[src/sv/assert_macros.svh]
// Assertion helpers used by the chunk list allocator RTL.
`ifndef ASSERT_MACROS_SVH
`define ASSERT_MACROS_SVH

// Same-cycle implication, disabled while reset is asserted.
`define ASSERT_IMPL(label, clk, rst_n, a, b) \
    label: assert property (@(posedge clk) disable iff (!rst_n) (a) |-> (b)) \
        else $error("implication check failed");

// Next-cycle implication, disabled while reset is asserted.
`define ASSERT_NEXT(label, clk, rst_n, a, b) \
    label: assert property (@(posedge clk) disable iff (!rst_n) (a) |=> (b)) \
        else $error("next-cycle check failed");

`endif

[src/sv/cla_pkg.sv]
// ----------------------------------------------------------------------------
// cla_pkg
// Codes shared by the chunk list allocator: operations, register indexes and
// ordering policies.
// ----------------------------------------------------------------------------
package cla_pkg;

    localparam logic OP_ALLOC   = 1'b0;
    localparam logic OP_RELEASE = 1'b1;

    localparam logic CFG_ORDER = 1'b0;
    localparam logic CFG_POOL  = 1'b1;

    localparam logic [1:0] POL_ADDR     = 2'd0;
    localparam logic [1:0] POL_ASC      = 2'd1;
    localparam logic [1:0] POL_DESC     = 2'd2;
    localparam logic [1:0] POL_DESC_ALT = 2'd3;

endpackage

[src/sv/cla_ram.sv]
// ----------------------------------------------------------------------------
// cla_ram
// Chunk record memory: start, length, used mark and link per slot, one read
// and one write port, registered read data. Slot 0 reads as the initial
// whole-pool chunk until it is first written after a rebuild.
// ----------------------------------------------------------------------------
module cla_ram #(
    parameter int IW = 5,
    parameter int OB = 16
) (
    input  logic          clk,
    input  logic          rst_n,
    input  logic          init,
    input  logic [OB:0]   init_len,
    input  logic          rd_en,
    input  logic [IW-1:0] rd_addr,
    output logic [OB-1:0] rd_start,
    output logic [OB:0]   rd_len,
    output logic          rd_used,
    output logic [IW-1:0] rd_link,
    input  logic          wr_en,
    input  logic [IW-1:0] wr_addr,
    input  logic [OB-1:0] wr_start,
    input  logic [OB:0]   wr_len,
    input  logic          wr_used,
    input  logic [IW-1:0] wr_link
);

    localparam int RW = OB + OB + 1 + 1 + IW;
    localparam int DEPTH = 1 << IW;

    logic [RW-1:0] mem [DEPTH];
    logic [RW-1:0] q_reg;
    logic          fresh0_reg;
    logic          zero_reg;

    always_ff @(posedge clk)
    begin
        if (wr_en)
        begin
            mem[wr_addr] <= {wr_start, wr_len, wr_used, wr_link};
        end
        if (rd_en)
        begin
            q_reg <= mem[rd_addr];
        end
    end

    always_ff @(posedge clk or negedge rst_n)
    begin
        if (!rst_n)
        begin
            fresh0_reg <= 1'b1;
            zero_reg   <= 1'b0;
        end
        else
        begin
            if (init)
            begin
                fresh0_reg <= 1'b1;
            end
            else if (wr_en && wr_addr == '0)
            begin
                fresh0_reg <= 1'b0;
            end
            if (rd_en)
            begin
                zero_reg <= fresh0_reg && rd_addr == '0;
            end
        end
    end

    assign rd_start = zero_reg ? '0 : q_reg[RW-1 -: OB];
    assign rd_len   = zero_reg ? init_len : q_reg[IW+1 +: OB+1];
    assign rd_used  = zero_reg ? 1'b0 : q_reg[IW];
    assign rd_link  = zero_reg ? '0 : q_reg[IW-1:0];

endmodule

[src/sv/cla_slots.sv]
// ----------------------------------------------------------------------------
// cla_slots
// Spare slot pool: a stack of slots released by merging, backed by a count of
// slots never used since the last rebuild. A slot taken is returned from registers.
// ----------------------------------------------------------------------------
module cla_slots #(
    parameter int DEPTH = 32,
    parameter int IW = 5,
    parameter int CW = 6
) (
    input  logic          clk,
    input  logic          rst_n,
    input  logic          clear,
    input  logic          push,
    input  logic [IW-1:0] push_slot,
    input  logic          take,
    output logic [IW-1:0] slot
);

    logic [IW-1:0] stack [DEPTH];
    logic [CW-1:0] sp_reg;
    logic [CW-1:0] fresh_reg;
    logic [CW-1:0] sp_dec;
    logic          from_stack_reg;
    logic [IW-1:0] fresh_out_reg;
    logic [IW-1:0] rd_reg;

    assign sp_dec = sp_reg - CW'(1);

    always_ff @(posedge clk)
    begin
        if (push)
        begin
            stack[sp_reg[IW-1:0]] <= push_slot;
        end
        if (take && sp_reg != '0)
        begin
            rd_reg <= stack[sp_dec[IW-1:0]];
        end
    end

    always_ff @(posedge clk or negedge rst_n)
    begin
        if (!rst_n)
        begin
            sp_reg         <= '0;
            fresh_reg      <= CW'(1);
            from_stack_reg <= 1'b0;
            fresh_out_reg  <= '0;
        end
        else if (clear)
        begin
            sp_reg    <= '0;
            fresh_reg <= CW'(1);
        end
        else
        begin
            if (push)
            begin
                sp_reg <= sp_reg + CW'(1);
            end
            else if (take)
            begin
                if (sp_reg != '0)
                begin
                    sp_reg         <= sp_dec;
                    from_stack_reg <= 1'b1;
                end
                else
                begin
                    fresh_reg      <= fresh_reg + CW'(1);
                    fresh_out_reg  <= fresh_reg[IW-1:0];
                    from_stack_reg <= 1'b0;
                end
            end
        end
    end

    assign slot = from_stack_reg ? rd_reg : fresh_out_reg;

endmodule

[src/sv/chunk_list_allocator.sv]
// Allocate: the first-fit walk reads and then evaluates each chunk in turn; an exact fit
// writes in the evaluate step, a split in address order adds a write of the used part and
// one of the remainder; size-ordered policies unlink the chunk and add two insertion walks.
// Release: the walk reads and then evaluates each chunk up to the match;
// address order adds a merge pass over the list.
// One request at a time; done pulses for one cycle and cannot be held off.
// Reset gives one free chunk covering the whole pool, address order policy.
// ----------------------------------------------------------------------------
// chunk_list_allocator
// First-fit chunk list allocator with splitting, size-ordered reinsertion and
// merging of adjacent free chunks, held in a linked record memory.
// ----------------------------------------------------------------------------
`include "assert_macros.svh"

module chunk_list_allocator
    import cla_pkg::*;
#(
    parameter int MAX_CHUNKS = 32,
    parameter int OFFSET_BITS = 16
) (
    input  logic                   clk,
    input  logic                   rst_n,
    input  logic                   start,
    output logic                   busy,
    input  logic                   op,
    input  logic [OFFSET_BITS:0]   request_bytes,
    input  logic [OFFSET_BITS-1:0] release_offset,
    output logic                   done,
    output logic [OFFSET_BITS-1:0] granted_offset,
    output logic                   success,
    output logic [OFFSET_BITS:0]   free_total,
    input  logic                   cfg_we,
    input  logic                   cfg_index,
    input  logic [OFFSET_BITS:0]   cfg_data
);

    localparam int IW = (MAX_CHUNKS > 1) ? $clog2(MAX_CHUNKS) : 1;
    localparam int CW = $clog2(MAX_CHUNKS + 1);
    localparam int OB = OFFSET_BITS;
    localparam int LW = OFFSET_BITS + 1;
    localparam logic [LW-1:0] POOL_MAX = LW'(1) << OFFSET_BITS;
    localparam logic [CW-1:0] COUNT_FULL = CW'(MAX_CHUNKS);

    typedef enum logic [4:0] {
        ST_IDLE, ST_A_RD, ST_A_EV, ST_A_SLOT, ST_A_WRS,
        ST_I_BEGIN, ST_I_RD, ST_I_EV, ST_I_INS, ST_I_LNK,
        ST_R_RD, ST_R_EV,
        ST_M_BEGIN, ST_M_P, ST_M_Q, ST_M_QEV, ST_M_END
    } state_t;

    state_t        state_reg;
    logic          done_reg;
    logic          res_ok_reg;
    logic [OB-1:0] res_off_reg;
    logic [1:0]    policy_reg;
    logic [LW-1:0] pool_reg;
    logic [LW-1:0] free_reg;
    logic [IW-1:0] head_reg;
    logic [CW-1:0] count_reg;

    logic [LW-1:0] bytes_reg;
    logic [OB-1:0] off_reg;
    logic [IW-1:0] cur_reg;
    logic [CW-1:0] i_reg;
    logic          prev_v_reg;
    logic [IW-1:0] prev_slot_reg;
    logic [OB-1:0] prev_start_reg;
    logic [LW-1:0] prev_len_reg;
    logic          prev_used_reg;
    logic [IW-1:0] prev_link_reg;
    logic          dirty_reg;
    logic [IW-1:0] c_slot_reg;
    logic [OB-1:0] c_start_reg;
    logic [IW-1:0] c_link_reg;
    logic [IW-1:0] s_slot_reg;
    logic [LW-1:0] rem_reg;
    logic          phase_reg;
    logic [LW-1:0] ins_len_reg;

    logic          rd_en;
    logic [IW-1:0] rd_addr;
    logic [OB-1:0] rd_start;
    logic [LW-1:0] rd_len;
    logic          rd_used;
    logic [IW-1:0] rd_link;
    logic          wr_en;
    logic [IW-1:0] wr_addr;
    logic [OB-1:0] wr_start;
    logic [LW-1:0] wr_len;
    logic          wr_used;
    logic [IW-1:0] wr_link;
    logic          ram_init;
    logic          slot_take;
    logic          slot_push;
    logic [IW-1:0] slot;

    logic          fits;
    logic [LW-1:0] rem_w;
    logic          stop;
    logic          merge_ok;
    logic [IW-1:0] x_slot;
    logic [OB-1:0] x_start;
    logic [LW-1:0] x_len;
    logic [LW-1:0] cfg_pool;
    logic [OB-1:0] split_start;

    assign ram_init = (state_reg == ST_IDLE) && cfg_we && cfg_index == CFG_POOL;
    assign cfg_pool = (cfg_data > POOL_MAX) ? POOL_MAX : cfg_data;

    assign fits  = !rd_used && rd_len >= bytes_reg;
    assign rem_w = rd_len - bytes_reg;
    assign stop  = (policy_reg == POL_ASC) ? (rd_len >= ins_len_reg)
                                           : (rd_len <= ins_len_reg);
    assign merge_ok = !prev_used_reg && !rd_used &&
                      (LW'(prev_start_reg) + prev_len_reg == LW'(rd_start));
    assign split_start = c_start_reg + bytes_reg[OB-1:0];
    assign x_slot  = phase_reg ? s_slot_reg : c_slot_reg;
    assign x_start = phase_reg ? split_start : c_start_reg;
    assign x_len   = phase_reg ? rem_reg : bytes_reg;

    always_comb
    begin
        rd_en     = 1'b0;
        rd_addr   = cur_reg;
        wr_en     = 1'b0;
        wr_addr   = cur_reg;
        wr_start  = rd_start;
        wr_len    = rd_len;
        wr_used   = rd_used;
        wr_link   = rd_link;
        slot_take = 1'b0;
        slot_push = 1'b0;
        case (state_reg)
            ST_A_RD, ST_I_RD, ST_R_RD:
            begin
                rd_en = i_reg != count_reg;
            end
            ST_A_EV:
            begin
                if (fits && rem_w == '0)
                begin
                    wr_en   = 1'b1;
                    wr_used = 1'b1;
                end
                slot_take = fits && rem_w != '0 && count_reg != COUNT_FULL;
            end
            ST_A_SLOT:
            begin
                if (policy_reg == POL_ADDR)
                begin
                    wr_en    = 1'b1;
                    wr_addr  = c_slot_reg;
                    wr_start = c_start_reg;
                    wr_len   = bytes_reg;
                    wr_used  = 1'b1;
                    wr_link  = slot;
                end
                else
                begin
                    // Unlink the chosen chunk before it is re-inserted by size.
                    wr_en    = prev_v_reg;
                    wr_addr  = prev_slot_reg;
                    wr_start = prev_start_reg;
                    wr_len   = prev_len_reg;
                    wr_used  = prev_used_reg;
                    wr_link  = c_link_reg;
                end
            end
            ST_A_WRS:
            begin
                wr_en    = 1'b1;
                wr_addr  = s_slot_reg;
                wr_start = split_start;
                wr_len   = rem_reg;
                wr_used  = 1'b0;
                wr_link  = c_link_reg;
            end
            ST_I_INS:
            begin
                wr_en    = 1'b1;
                wr_addr  = x_slot;
                wr_start = x_start;
                wr_len   = x_len;
                wr_used  = !phase_reg;
                wr_link  = cur_reg;
            end
            ST_I_LNK:
            begin
                wr_en    = 1'b1;
                wr_addr  = prev_slot_reg;
                wr_start = prev_start_reg;
                wr_len   = prev_len_reg;
                wr_used  = prev_used_reg;
                wr_link  = x_slot;
            end
            ST_R_EV:
            begin
                wr_en   = rd_start == off_reg;
                wr_used = 1'b0;
            end
            ST_M_BEGIN:
            begin
                rd_en   = 1'b1;
                rd_addr = head_reg;
            end
            ST_M_Q:
            begin
                rd_en   = (i_reg + CW'(1)) < count_reg;
                rd_addr = prev_link_reg;
            end
            ST_M_QEV, ST_M_END:
            begin
                slot_push = (state_reg == ST_M_QEV) && merge_ok;
                wr_en     = dirty_reg && !((state_reg == ST_M_QEV) && merge_ok);
                wr_addr   = prev_slot_reg;
                wr_start  = prev_start_reg;
                wr_len    = prev_len_reg;
                wr_used   = prev_used_reg;
                wr_link   = prev_link_reg;
            end
            default:
            begin
                rd_en = 1'b0;
            end
        endcase
    end

    always_ff @(posedge clk or negedge rst_n)
    begin
        if (!rst_n)
        begin
            state_reg   <= ST_IDLE;
            done_reg    <= 1'b0;
            res_ok_reg  <= 1'b0;
            res_off_reg <= '0;
            policy_reg  <= POL_ADDR;
            pool_reg    <= POOL_MAX;
            free_reg    <= POOL_MAX;
            head_reg    <= '0;
            count_reg   <= CW'(1);
        end
        else
        begin
            done_reg <= 1'b0;
            case (state_reg)
                ST_IDLE:
                begin
                    if (cfg_we)
                    begin
                        case (cfg_index)
                            CFG_ORDER:
                            begin
                                policy_reg <= (cfg_data[1:0] == POL_DESC_ALT) ? POL_DESC
                                                                             : cfg_data[1:0];
                            end
                            default:
                            begin
                                pool_reg  <= cfg_pool;
                                free_reg  <= cfg_pool;
                                head_reg  <= '0;
                                count_reg <= CW'(1);
                            end
                        endcase
                    end
                    if (start)
                    begin
                        bytes_reg  <= request_bytes;
                        off_reg    <= release_offset;
                        cur_reg    <= head_reg;
                        i_reg      <= '0;
                        prev_v_reg <= 1'b0;
                        if (op == OP_RELEASE)
                        begin
                            state_reg <= ST_R_RD;
                        end
                        else if (request_bytes == '0)
                        begin
                            done_reg    <= 1'b1;
                            res_ok_reg  <= 1'b0;
                            res_off_reg <= '0;
                        end
                        else
                        begin
                            state_reg <= ST_A_RD;
                        end
                    end
                end
                ST_A_RD:
                begin
                    if (i_reg == count_reg)
                    begin
                        done_reg    <= 1'b1;
                        res_ok_reg  <= 1'b0;
                        res_off_reg <= '0;
                        state_reg   <= ST_IDLE;
                    end
                    else
                    begin
                        state_reg <= ST_A_EV;
                    end
                end
                ST_A_EV:
                begin
                    if (fits)
                    begin
                        c_slot_reg  <= cur_reg;
                        c_start_reg <= rd_start;
                        c_link_reg  <= rd_link;
                        rem_reg     <= rem_w;
                        if (rem_w == '0)
                        begin
                            free_reg    <= free_reg - bytes_reg;
                            done_reg    <= 1'b1;
                            res_ok_reg  <= 1'b1;
                            res_off_reg <= rd_start;
                            state_reg   <= ST_IDLE;
                        end
                        else if (count_reg == COUNT_FULL)
                        begin
                            done_reg    <= 1'b1;
                            res_ok_reg  <= 1'b0;
                            res_off_reg <= '0;
                            state_reg   <= ST_IDLE;
                        end
                        else
                        begin
                            state_reg <= ST_A_SLOT;
                        end
                    end
                    else
                    begin
                        prev_v_reg     <= 1'b1;
                        prev_slot_reg  <= cur_reg;
                        prev_start_reg <= rd_start;
                        prev_len_reg   <= rd_len;
                        prev_used_reg  <= rd_used;
                        prev_link_reg  <= rd_link;
                        cur_reg        <= rd_link;
                        i_reg          <= i_reg + CW'(1);
                        state_reg      <= ST_A_RD;
                    end
                end
                ST_A_SLOT:
                begin
                    s_slot_reg <= slot;
                    if (policy_reg == POL_ADDR)
                    begin
                        state_reg <= ST_A_WRS;
                    end
                    else
                    begin
                        if (!prev_v_reg)
                        begin
                            head_reg <= c_link_reg;
                        end
                        count_reg   <= count_reg - CW'(1);
                        phase_reg   <= 1'b0;
                        ins_len_reg <= bytes_reg;
                        state_reg   <= ST_I_BEGIN;
                    end
                end
                ST_A_WRS:
                begin
                    count_reg   <= count_reg + CW'(1);
                    free_reg    <= free_reg - bytes_reg;
                    done_reg    <= 1'b1;
                    res_ok_reg  <= 1'b1;
                    res_off_reg <= c_start_reg;
                    state_reg   <= ST_IDLE;
                end
                ST_I_BEGIN:
                begin
                    cur_reg    <= head_reg;
                    i_reg      <= '0;
                    prev_v_reg <= 1'b0;
                    state_reg  <= ST_I_RD;
                end
                ST_I_RD:
                begin
                    state_reg <= (i_reg == count_reg) ? ST_I_INS : ST_I_EV;
                end
                ST_I_EV:
                begin
                    if (stop)
                    begin
                        state_reg <= ST_I_INS;
                    end
                    else
                    begin
                        prev_v_reg     <= 1'b1;
                        prev_slot_reg  <= cur_reg;
                        prev_start_reg <= rd_start;
                        prev_len_reg   <= rd_len;
                        prev_used_reg  <= rd_used;
                        prev_link_reg  <= rd_link;
                        cur_reg        <= rd_link;
                        i_reg          <= i_reg + CW'(1);
                        state_reg      <= ST_I_RD;
                    end
                end
                ST_I_INS, ST_I_LNK:
                begin
                    if (state_reg == ST_I_INS)
                    begin
                        count_reg <= count_reg + CW'(1);
                    end
                    if (state_reg == ST_I_INS && prev_v_reg)
                    begin
                        state_reg <= ST_I_LNK;
                    end
                    else
                    begin
                        if (state_reg == ST_I_INS)
                        begin
                            head_reg <= x_slot;
                        end
                        // The used chunk goes in first, then the remainder.
                        if (!phase_reg)
                        begin
                            phase_reg   <= 1'b1;
                            ins_len_reg <= rem_reg;
                            state_reg   <= ST_I_BEGIN;
                        end
                        else
                        begin
                            free_reg    <= free_reg - bytes_reg;
                            done_reg    <= 1'b1;
                            res_ok_reg  <= 1'b1;
                            res_off_reg <= c_start_reg;
                            state_reg   <= ST_IDLE;
                        end
                    end
                end
                ST_R_RD:
                begin
                    if (i_reg == count_reg)
                    begin
                        done_reg    <= 1'b1;
                        res_ok_reg  <= 1'b0;
                        res_off_reg <= '0;
                        state_reg   <= ST_IDLE;
                    end
                    else
                    begin
                        state_reg <= ST_R_EV;
                    end
                end
                ST_R_EV:
                begin
                    if (rd_start == off_reg)
                    begin
                        if (rd_used)
                        begin
                            free_reg <= free_reg + rd_len;
                        end
                        if (policy_reg == POL_ADDR)
                        begin
                            state_reg <= ST_M_BEGIN;
                        end
                        else
                        begin
                            done_reg    <= 1'b1;
                            res_ok_reg  <= 1'b1;
                            res_off_reg <= '0;
                            state_reg   <= ST_IDLE;
                        end
                    end
                    else
                    begin
                        cur_reg   <= rd_link;
                        i_reg     <= i_reg + CW'(1);
                        state_reg <= ST_R_RD;
                    end
                end
                ST_M_BEGIN:
                begin
                    prev_slot_reg <= head_reg;
                    i_reg         <= '0;
                    state_reg     <= ST_M_P;
                end
                ST_M_P:
                begin
                    prev_start_reg <= rd_start;
                    prev_len_reg   <= rd_len;
                    prev_used_reg  <= rd_used;
                    prev_link_reg  <= rd_link;
                    dirty_reg      <= 1'b0;
                    state_reg      <= ST_M_Q;
                end
                ST_M_Q:
                begin
                    state_reg <= ((i_reg + CW'(1)) < count_reg) ? ST_M_QEV : ST_M_END;
                end
                ST_M_QEV:
                begin
                    if (merge_ok)
                    begin
                        // Absorb the follower and stay on the same chunk.
                        prev_len_reg  <= prev_len_reg + rd_len;
                        prev_link_reg <= rd_link;
                        count_reg     <= count_reg - CW'(1);
                        dirty_reg     <= 1'b1;
                    end
                    else
                    begin
                        prev_slot_reg  <= prev_link_reg;
                        prev_start_reg <= rd_start;
                        prev_len_reg   <= rd_len;
                        prev_used_reg  <= rd_used;
                        prev_link_reg  <= rd_link;
                        dirty_reg      <= 1'b0;
                        i_reg          <= i_reg + CW'(1);
                    end
                    state_reg <= ST_M_Q;
                end
                ST_M_END:
                begin
                    done_reg    <= 1'b1;
                    res_ok_reg  <= 1'b1;
                    res_off_reg <= '0;
                    state_reg   <= ST_IDLE;
                end
                default:
                begin
                    state_reg <= ST_IDLE;
                end
            endcase
        end
    end

    cla_ram #(
        .IW(IW),
        .OB(OB)
    ) u_ram (
        .clk      (clk),
        .rst_n    (rst_n),
        .init     (ram_init),
        .init_len (pool_reg),
        .rd_en    (rd_en),
        .rd_addr  (rd_addr),
        .rd_start (rd_start),
        .rd_len   (rd_len),
        .rd_used  (rd_used),
        .rd_link  (rd_link),
        .wr_en    (wr_en),
        .wr_addr  (wr_addr),
        .wr_start (wr_start),
        .wr_len   (wr_len),
        .wr_used  (wr_used),
        .wr_link  (wr_link)
    );

    cla_slots #(
        .DEPTH(1 << IW),
        .IW(IW),
        .CW(CW)
    ) u_slots (
        .clk       (clk),
        .rst_n     (rst_n),
        .clear     (ram_init),
        .push      (slot_push),
        .push_slot (prev_link_reg),
        .take      (slot_take),
        .slot      (slot)
    );

    assign busy           = state_reg != ST_IDLE;
    assign done           = done_reg;
    assign success        = res_ok_reg;
    assign granted_offset = res_off_reg;
    assign free_total     = free_reg;

    // The chunk count dips to zero while a lone chunk is re-inserted by size.
    `ASSERT_IMPL(a_done_idle, clk, rst_n, done_reg, state_reg == ST_IDLE)
    `ASSERT_IMPL(a_count_range, clk, rst_n, state_reg == ST_IDLE,
        count_reg != '0 && count_reg <= COUNT_FULL)
    `ASSERT_IMPL(a_free_bound, clk, rst_n, 1'b1, free_reg <= pool_reg)
    `ASSERT_NEXT(a_start_moves, clk, rst_n, start && !busy, busy || done_reg)
    `ASSERT_IMPL(a_grant_ok, clk, rst_n, done_reg && !res_ok_reg, res_off_reg == '0)

endmodule
[config.mk]
export PLATFORM = sky130hd
export DESIGN_NAME = chunk_list_allocator
export DESIGN_NICKNAME = d
export VERILOG_FILES = /design/src/sv/cla_pkg.sv /design/src/sv/cla_ram.sv /design/src/sv/cla_slots.sv /design/src/sv/chunk_list_allocator.sv
export VERILOG_INCLUDE_DIRS = /design/src /design/src/sv
export SDC_FILE = /design/constraint.sdc
export NUM_CORES = 2
export LEC_CHECK = 0
export ABC_AREA = 1
export BUFFER_PORTS_ARGS = -buffer_cell sky130_fd_sc_hd__buf_2
export CORE_ASPECT_RATIO = 0.6
export CORE_MARGIN = 8
export CORE_UTILIZATION = 62
export DETAILED_ROUTE_END_ITERATION = 7
export PLACE_DENSITY = 0.78
export SYNTH_ARGS = -nofsm -noshare
export SYNTH_HDL_FRONTEND = slang
export SYNTH_SLANG_ARGS = --single-unit
[constraint.sdc]
create_clock -name clk -period 8.4 [get_ports clk]
set_input_delay 1.68 -clock clk [delete_from_list [all_inputs] [get_ports clk]]
set_output_delay 1.68 -clock clk [all_outputs]
set_load 0.02 [all_outputs]
---- Yosys cells after proc, flatten, opt, wreduce, memory -nomap -nowiden ----
Memory sizes are Yosys's and may differ from the RTL's. A register that Yosys moved wholly into a read port is not among the register bits.
Cells that the tools add are included.
cells by class
  add/subtract/negate cells ............... 12
  $lt $le $gt $ge ......................... 5
  equal/unequal tests ..................... 50
  mux-type cells .......................... 160
  bitwise logic cells ..................... 4
  reduce and logical (&&, ||, !) cells .... 79
operator list
  operator                                        number
  2-to-1 mux 17 bit                               18
  2-to-1 mux 16 bit                               17
  case mux 17 bit (4 select lines)                2
  case mux 16 bit (4 select lines)                2
  2-to-1 mux 5 bit                                24
  case mux 16 bit (7 select lines)                1
  2-to-1 mux 6 bit                                18
  case mux 17 bit (5 select lines)                1
  case mux 5 bit (13 select lines)                1
  case mux 5 bit (5 select lines)                 2
  2-to-1 mux 1 bit                                47
  inequality test 2 bit (second input constant)   22
  == test 5 x 4 -> 1 bit (second input constant)  8
  case mux 5 bit (4 select lines)                 2
  case mux 6 bit (6 select lines)                 1
  adder 17 bit                                    2
  greater-or-equal comparator 17 bit              2
  logical NOT 17 bit                              2
  case mux 17 bit (2 select lines)                1
  subtractor 17 bit                               2
  case mux 5 bit (3 select lines)                 2
  case mux 6 bit (5 select lines)                 1
  adder 6 x 1 -> 6 bit (second input constant)    4
  AND reduction 11 bit                            2
  50 further kinds                                126
word-level totals
  register bits ........................... 246
  RAM bits ................................ 1408
  input bits .............................. 56
  output and inout bits ................... 36
  word-level logic and storage cells ...... 345
  memories ................................ 2
memory list
  name           words  width  read ports  clocked after memory_dff  write ports  line             text
  u_ram.mem      32     39     1           1                         1            cla_ram.sv:32    logic [RW-1:0] mem [DEPTH];
  u_slots.stack  32     5      1           1                         1            cla_slots.sv:20  logic [IW-1:0] stack [DEPTH];

---- Logic depth before layout (Yosys ltp) ----
  depth after elaboration ................. 11
  depth in mapped cells ................... 27
  mapped depth without buffers ............ 25

---- Hierarchy ----
Synthesis repeated with hierarchy kept, for this count alone.
unflattened totals
  cell total of the unflattened synthesis .. 8023
  area, all modules ....................... 79024.5 um^2
modules (own cells, without submodules)
  module                instances  cells an instance  area an instance (um^2)  seq. area each (um^2)
  cla_ram               1          4926               53593.9                  38698.4
  chunk_list_allocator  1          2246               17058.9                  6439.9
  cla_slots             1          851                8371.8                   5381.4

---- Least setup slack after synthesis ----
Ideal clock, no wire load.
  path kind ............................... register to register
  start point ............................. reg u_ram.zero_reg
  end point ............................... mem u_ram.mem[10][0] (netlist bit), enable pin
  setup time .............................. 0.435 ns
  arrival ................................. 4.566 ns
  data required time ...................... 7.965 ns
  setup slack ............................. 3.399 ns
  stages on the path, launching flop included .. 24
  buffers on the path ..................... 2
  clock period less this slack ............ 5.001 ns
  cells stage by stage .................... dfrtp_1 -> buf_4 -> clkbuf_1 -> nand2_1 -> o21ai_0 -> ha_1 -> fa_1 -> inv_1 -> nand3_1 -> nand2_1 -> nand2_1 -> nand2_1 -> nand2_1 -> nand2_1 -> nand4_1 -> nor2_1 -> nand3_1 -> nor2_1 -> nand4_1 -> nand2_1 -> inv_1 -> nand2_2 -> nand3_2 -> nor2_1
between the ends
  cells in the longest elaborated chain, start to end .. 10
  elaborated cells between the ends (all ways) .. 20
  those cells by class .................... add/sub (1); order compare (1); eq/ne (2); mux (7); reduce/logical (9)
ends and longest elaborated chain
  item                                                       line                         text
  start, declared                                            cla_ram.sv:35                logic zero_reg;
  start signal, assigned                                     cla_ram.sv:54                zero_reg <= 1'b0;
  start signal, assigned                                     cla_ram.sv:68                zero_reg <= fresh0_reg && rd_addr == '0;
  branches (longest 7 deep; another with subtractor 17 bit)  -
  case mux 1 bit (5 select lines) (*)                        chunk_list_allocator.sv:133  case (state_reg)
  2-to-1 mux 1 bit (*)                                       cla_ram.sv:39                if (wr_en)
  2-to-1 mux 1 bit (implied by the code) (*)                 cla_ram.sv:41                mem[wr_addr] <= {wr_start, wr_len, wr_used, wr_link};
  end, declared                                              cla_ram.sv:32
Mark *: on every way between the ends.

---- Final worst setup path ----
  start point ............................. reg u_ram.zero_reg
  end point ............................... mem u_ram.mem[16][36] (netlist bit), enable pin
The elaborated chain is that of the path after synthesis.

==> Flow_metrics.wiki <==
{| class="wikitable"
! Metric !! Value
|-
| Run status || finished clean
|-
| Total Routed Length || 225000 um
|-
| FF-to-FF Start || u_ram.zero_reg
|-
| Post-layout total power || 0.0366 W
|-
| Via count || 54400
|-
| Area leader, netlist || sky130_fd_sc_hd__edfxtp_1
|-
| Via count of the first global-routing pass || 50900
|-
| Most common flop cell mapped by yosys || sky130_fd_sc_hd__edfxtp_1
|-
| First-pass GRT wire length || 332000 um
|-
| Max Clk Rate || 148 MHz
|-
| Port-buffer cells || 91
|-
| Main area contributors after synthesis || sky130_fd_sc_hd__edfxtp_1 (65%), sky130_fd_sc_hd__nand2_1 (5.8%), sky130_fd_sc_hd__nor2_1 (4.6%), sky130_fd_sc_hd__o21ai_0 (4.2%), sky130_fd_sc_hd__dfrtp_1 (2.8%)
|-
| Leakage dissipation || 29.5 nW
|-
| CTS sink count || 1697
|-
| Number of cells on the worst reg-to-reg path || 25
|-
| Fraction of layout cells with a size suffix above 1 || 9.36%
|-
| Maximum clock path buffer count || 3
|-
| Sequential element share of the synthesized area || 67.6%
|-
| Core occupancy in the finished layout || 69.0%
|-
| Io pins || 92
|-
| Number of antenna-violating nets in the routed design || 0
|-
| Insertion delay of the later-clocked pin in the worst-skew pair || 0.81 ns
|-
| Data required time at the worst endpoint || 8.86 ns
|-
| Total DRC errors in the routed layout || 0
|-
| Fin crit share || 80.3%
|-
| Grt total ovfl || 0
|-
| Post-detail-place hpwl || 145000 um
|-
| Net count of the mapped netlist || 6770
|-
| Worst-path clk slew || 0.06 ns
|-
| Ys async rst share || 5.24%
|-
| WP data arrival || 7.21 ns
|-
| Nets || 6800
|-
| Number of H-tree levels || 4
|-
| Final Setup Violations || 0
|-
| Most frequently used cell type in the post-synthesis netlist || sky130_fd_sc_hd__edfxtp_1
|-
| Maximum ir drop on the vdd rail || 311 uV
|-
| Number of endpoints with negative hold slack in the final report || 0
|-
| Slew HR || 11.4%
|-
| Largest fanout of any net on the critical path || 33
|-
| Largest clock skew in the final design || 0.0352 ns
|-
| Total power per unit cell area || 445 nW/um^2
|-
| Max-slew violation count || 0
|-
| Inserted Clock Buffers || 152
|-
| Number of resized instances in the post-cts repair step || 0
|-
| Synthesized instance count || 6593
|-
| Transition at the pin with the smallest max-transition slack || 1.33 ns
|-
| Min Tclk post-route || 6.75 ns
|-
| RR Endpoint || u_ram.mem[16][36]
|-
| Max capacitance violation total || 0
|-
| Number of antenna violations at the first check in global routing || 5
|-
| Width of the die || 464 um
|-
| Post-Syn Area per Cell || 11.3 um^2
|-
| Path category of the worst min-delay check || flop to flop
|-
| Flip-flop count of the largest register after layout || 1248
|-
| Die Ht || 285 um
|-
| Area growth from synthesis to final layout || 10.2%
|-
| Hold-fix buffers at CTS || 0
|-
| Pin count of the biggest net entering global routing || 173
|-
| Hold worst-path end || u_ram.fresh0_reg
|-
| Clock tree from TritonCTS || built
|-
| Per-cell via count in the routed design || 6.52
|-
| Netlist area before placement || 74800 um^2
|-
| GRT Overall Usage || 33.1%
|-
| Reg-to-reg setup timing slack || 1.65 ns
|-
| Kind of critical path || flop to flop
|-
| Number of storage elements in the synthesis netlist || 1697
|-
| Fraction of post-synthesis cell area in the top cell type by area || 64.6%
|-
| Detailed Routing Iterations Pass 1 || 6
|-
| Startpoint class of the critical path || flop
|-
| Final Wtd Congestion || 1.00
|-
| Yosys warning total || 0
|-
| Die area || 132000 um^2
|-
| Routed wirelength normalized by instance count || 26.9 um
|-
| CP Capture Type || flop
|-
| Number of rows in the core area || 98
|-
| Setup repair after global routing missed its margin || no
|-
| Clock root buffer master || sky130_fd_sc_hd__clkbuf_16
|-
| EDFF count, synth || 1608
|-
| Starting Density || 62.7%
|-
| Core Footprint || 119000 um^2
|-
| Total Negative Setup Slacks || 0 ns
|-
| Count of cell types in the netlist || 68
|-
| Hold Path Depth || 2
|-
| Initial drt markers || 8949
|-
| Min-delay src || u_ram.fresh0_reg
|-
| Postcts setup bufs || 0
|-
| Commonest cells in the synthesized netlist || sky130_fd_sc_hd__edfxtp_1 (1608), sky130_fd_sc_hd__nand2_1 (1153), sky130_fd_sc_hd__nor2_1 (926)
|}
## worst max path at each step
stage,start,to,slack [ns],cells past startpoint
after floorplan,u_ram.zero_reg,u_ram.mem[10][0],3.40,23
after global placement,u_ram.zero_reg,u_ram.mem[18][16],2.04,25
after detailed placement,u_ram.zero_reg,u_ram.mem[18][32],1.95,25
after CTS,u_ram.zero_reg,u_ram.mem[18][36],1.92,25
after global routing,u_ram.zero_reg,u_ram.mem[18][14],1.41,25
final,u_ram.zero_reg,u_ram.mem[16][36],1.65,25
## power by group
| group | leakage (nW) | total (W) | switching [W] | internal (W) |
|---|---|---|---|---|
| registers | 15.6 | 0.0132 | 0.000440 | 0.0127 |
| clock network | 2.41 | 0.00711 | 0.00321 | 0.00390 |
| logic | 11.5 | 0.0163 | 0.0125 | 0.00381 |
| total | 29.5 | 0.0366 | 0.0162 | 0.0204 |
## metrics by stage
stage | area [um^2] | hold WS [ns] | cells | worst slack (ns)
finish | 82400 | 0.472 | 8347 | 1.65
global route | 82400 | 0.504 | 8344 | 1.41
CTS | 82400 | 0.475 | 8344 | 1.92
detailed placement | 77400 | 0.465 | 8069 | 1.95
global placement | 77400 | 0.456 | 8069 | 2.04
floorplan | 74800 | 0.442 | 6593 | 3.40
## critical path, cell delays in order (launching register included)
cell	delay [ns]
sky130_fd_sc_hd__dfrtp_1	0.33
sky130_fd_sc_hd__buf_4	0.39
sky130_fd_sc_hd__inv_4	0.28
sky130_fd_sc_hd__or2_2	0.35
sky130_fd_sc_hd__o21ai_0	0.36
sky130_fd_sc_hd__inv_1	0.29
sky130_fd_sc_hd__ha_1	0.41
sky130_fd_sc_hd__nand2_1	0.06
sky130_fd_sc_hd__nand2_1	0.10
sky130_fd_sc_hd__nand3_1	0.15
sky130_fd_sc_hd__nand2_1	0.26
sky130_fd_sc_hd__nand2_1	0.11
sky130_fd_sc_hd__nand2_1	0.07
sky130_fd_sc_hd__nand2_1	0.06
sky130_fd_sc_hd__nand2_1	0.14
sky130_fd_sc_hd__nand2_1	0.07
sky130_fd_sc_hd__nand2_1	0.07
sky130_fd_sc_hd__nand2_1	0.07
sky130_fd_sc_hd__inv_1	0.13
sky130_fd_sc_hd__nand4_1	0.45
sky130_fd_sc_hd__nand2_1	0.19
sky130_fd_sc_hd__inv_1	0.07
sky130_fd_sc_hd__nand2_2	0.17
sky130_fd_sc_hd__nand3_2	0.36
sky130_fd_sc_hd__nor2_4	1.00
sky130_fd_sc_hd__buf_4	0.45
## cell usage in the layout, fill, tap and decap left out, drive strengths merged, types with 122 or more instances in the layout
master	count
nor2	944
clkbuf	188
inv	369
o21ai	647
buf	206
edfxtp	1608
a21oi	203
nor3	122
nand2	1168
nand3	287
## final cells by class
type	count	area, um^2
Inverter	375	1440
Clock inverter	87	937
Timing Repair Buffer	206	1400
Clock buffer	188	4060
Fill cell	8497	36900
Antenna cell	3	7.51
Sequential cell	1697	50500
Tap cell	1600	2000
Multi-Input combinational cell	4191	22000
## routing by layer
layer  up-vias  global-route usage [%]  routed length (um)
li1      23700                       -                   -
met3       429                    10.6               34900
met1     26100                    51.3               91800
met2      4214                    44.6               91200
met5         -                       0                  27
met4         4                    9.81                6590
## cell families (layout without fill, tap and decap cells)
| logic type | Yosys count | after routing | share of synthesized area, % |
|---|---|---|---|
| AND/OR/NAND/NOR | 2631 | 2631 | 14.5 |
| flip-flops | 1697 | 1697 | 67.6 |
| AO/OA/AOI/OAI | 1333 | 1333 | 10.6 |
| buffers and inverters | 705 | 856 | 3.89 |
| adder cells (fa/ha/maj) | 121 | 121 | 2.09 |
| XOR/XNOR | 90 | 90 | 1.05 |
| multiplexers | 16 | 16 | 0.214 |
| other | 0 | 3 | 0 |
No activity file was read; power rests on OpenSTA's default activity.
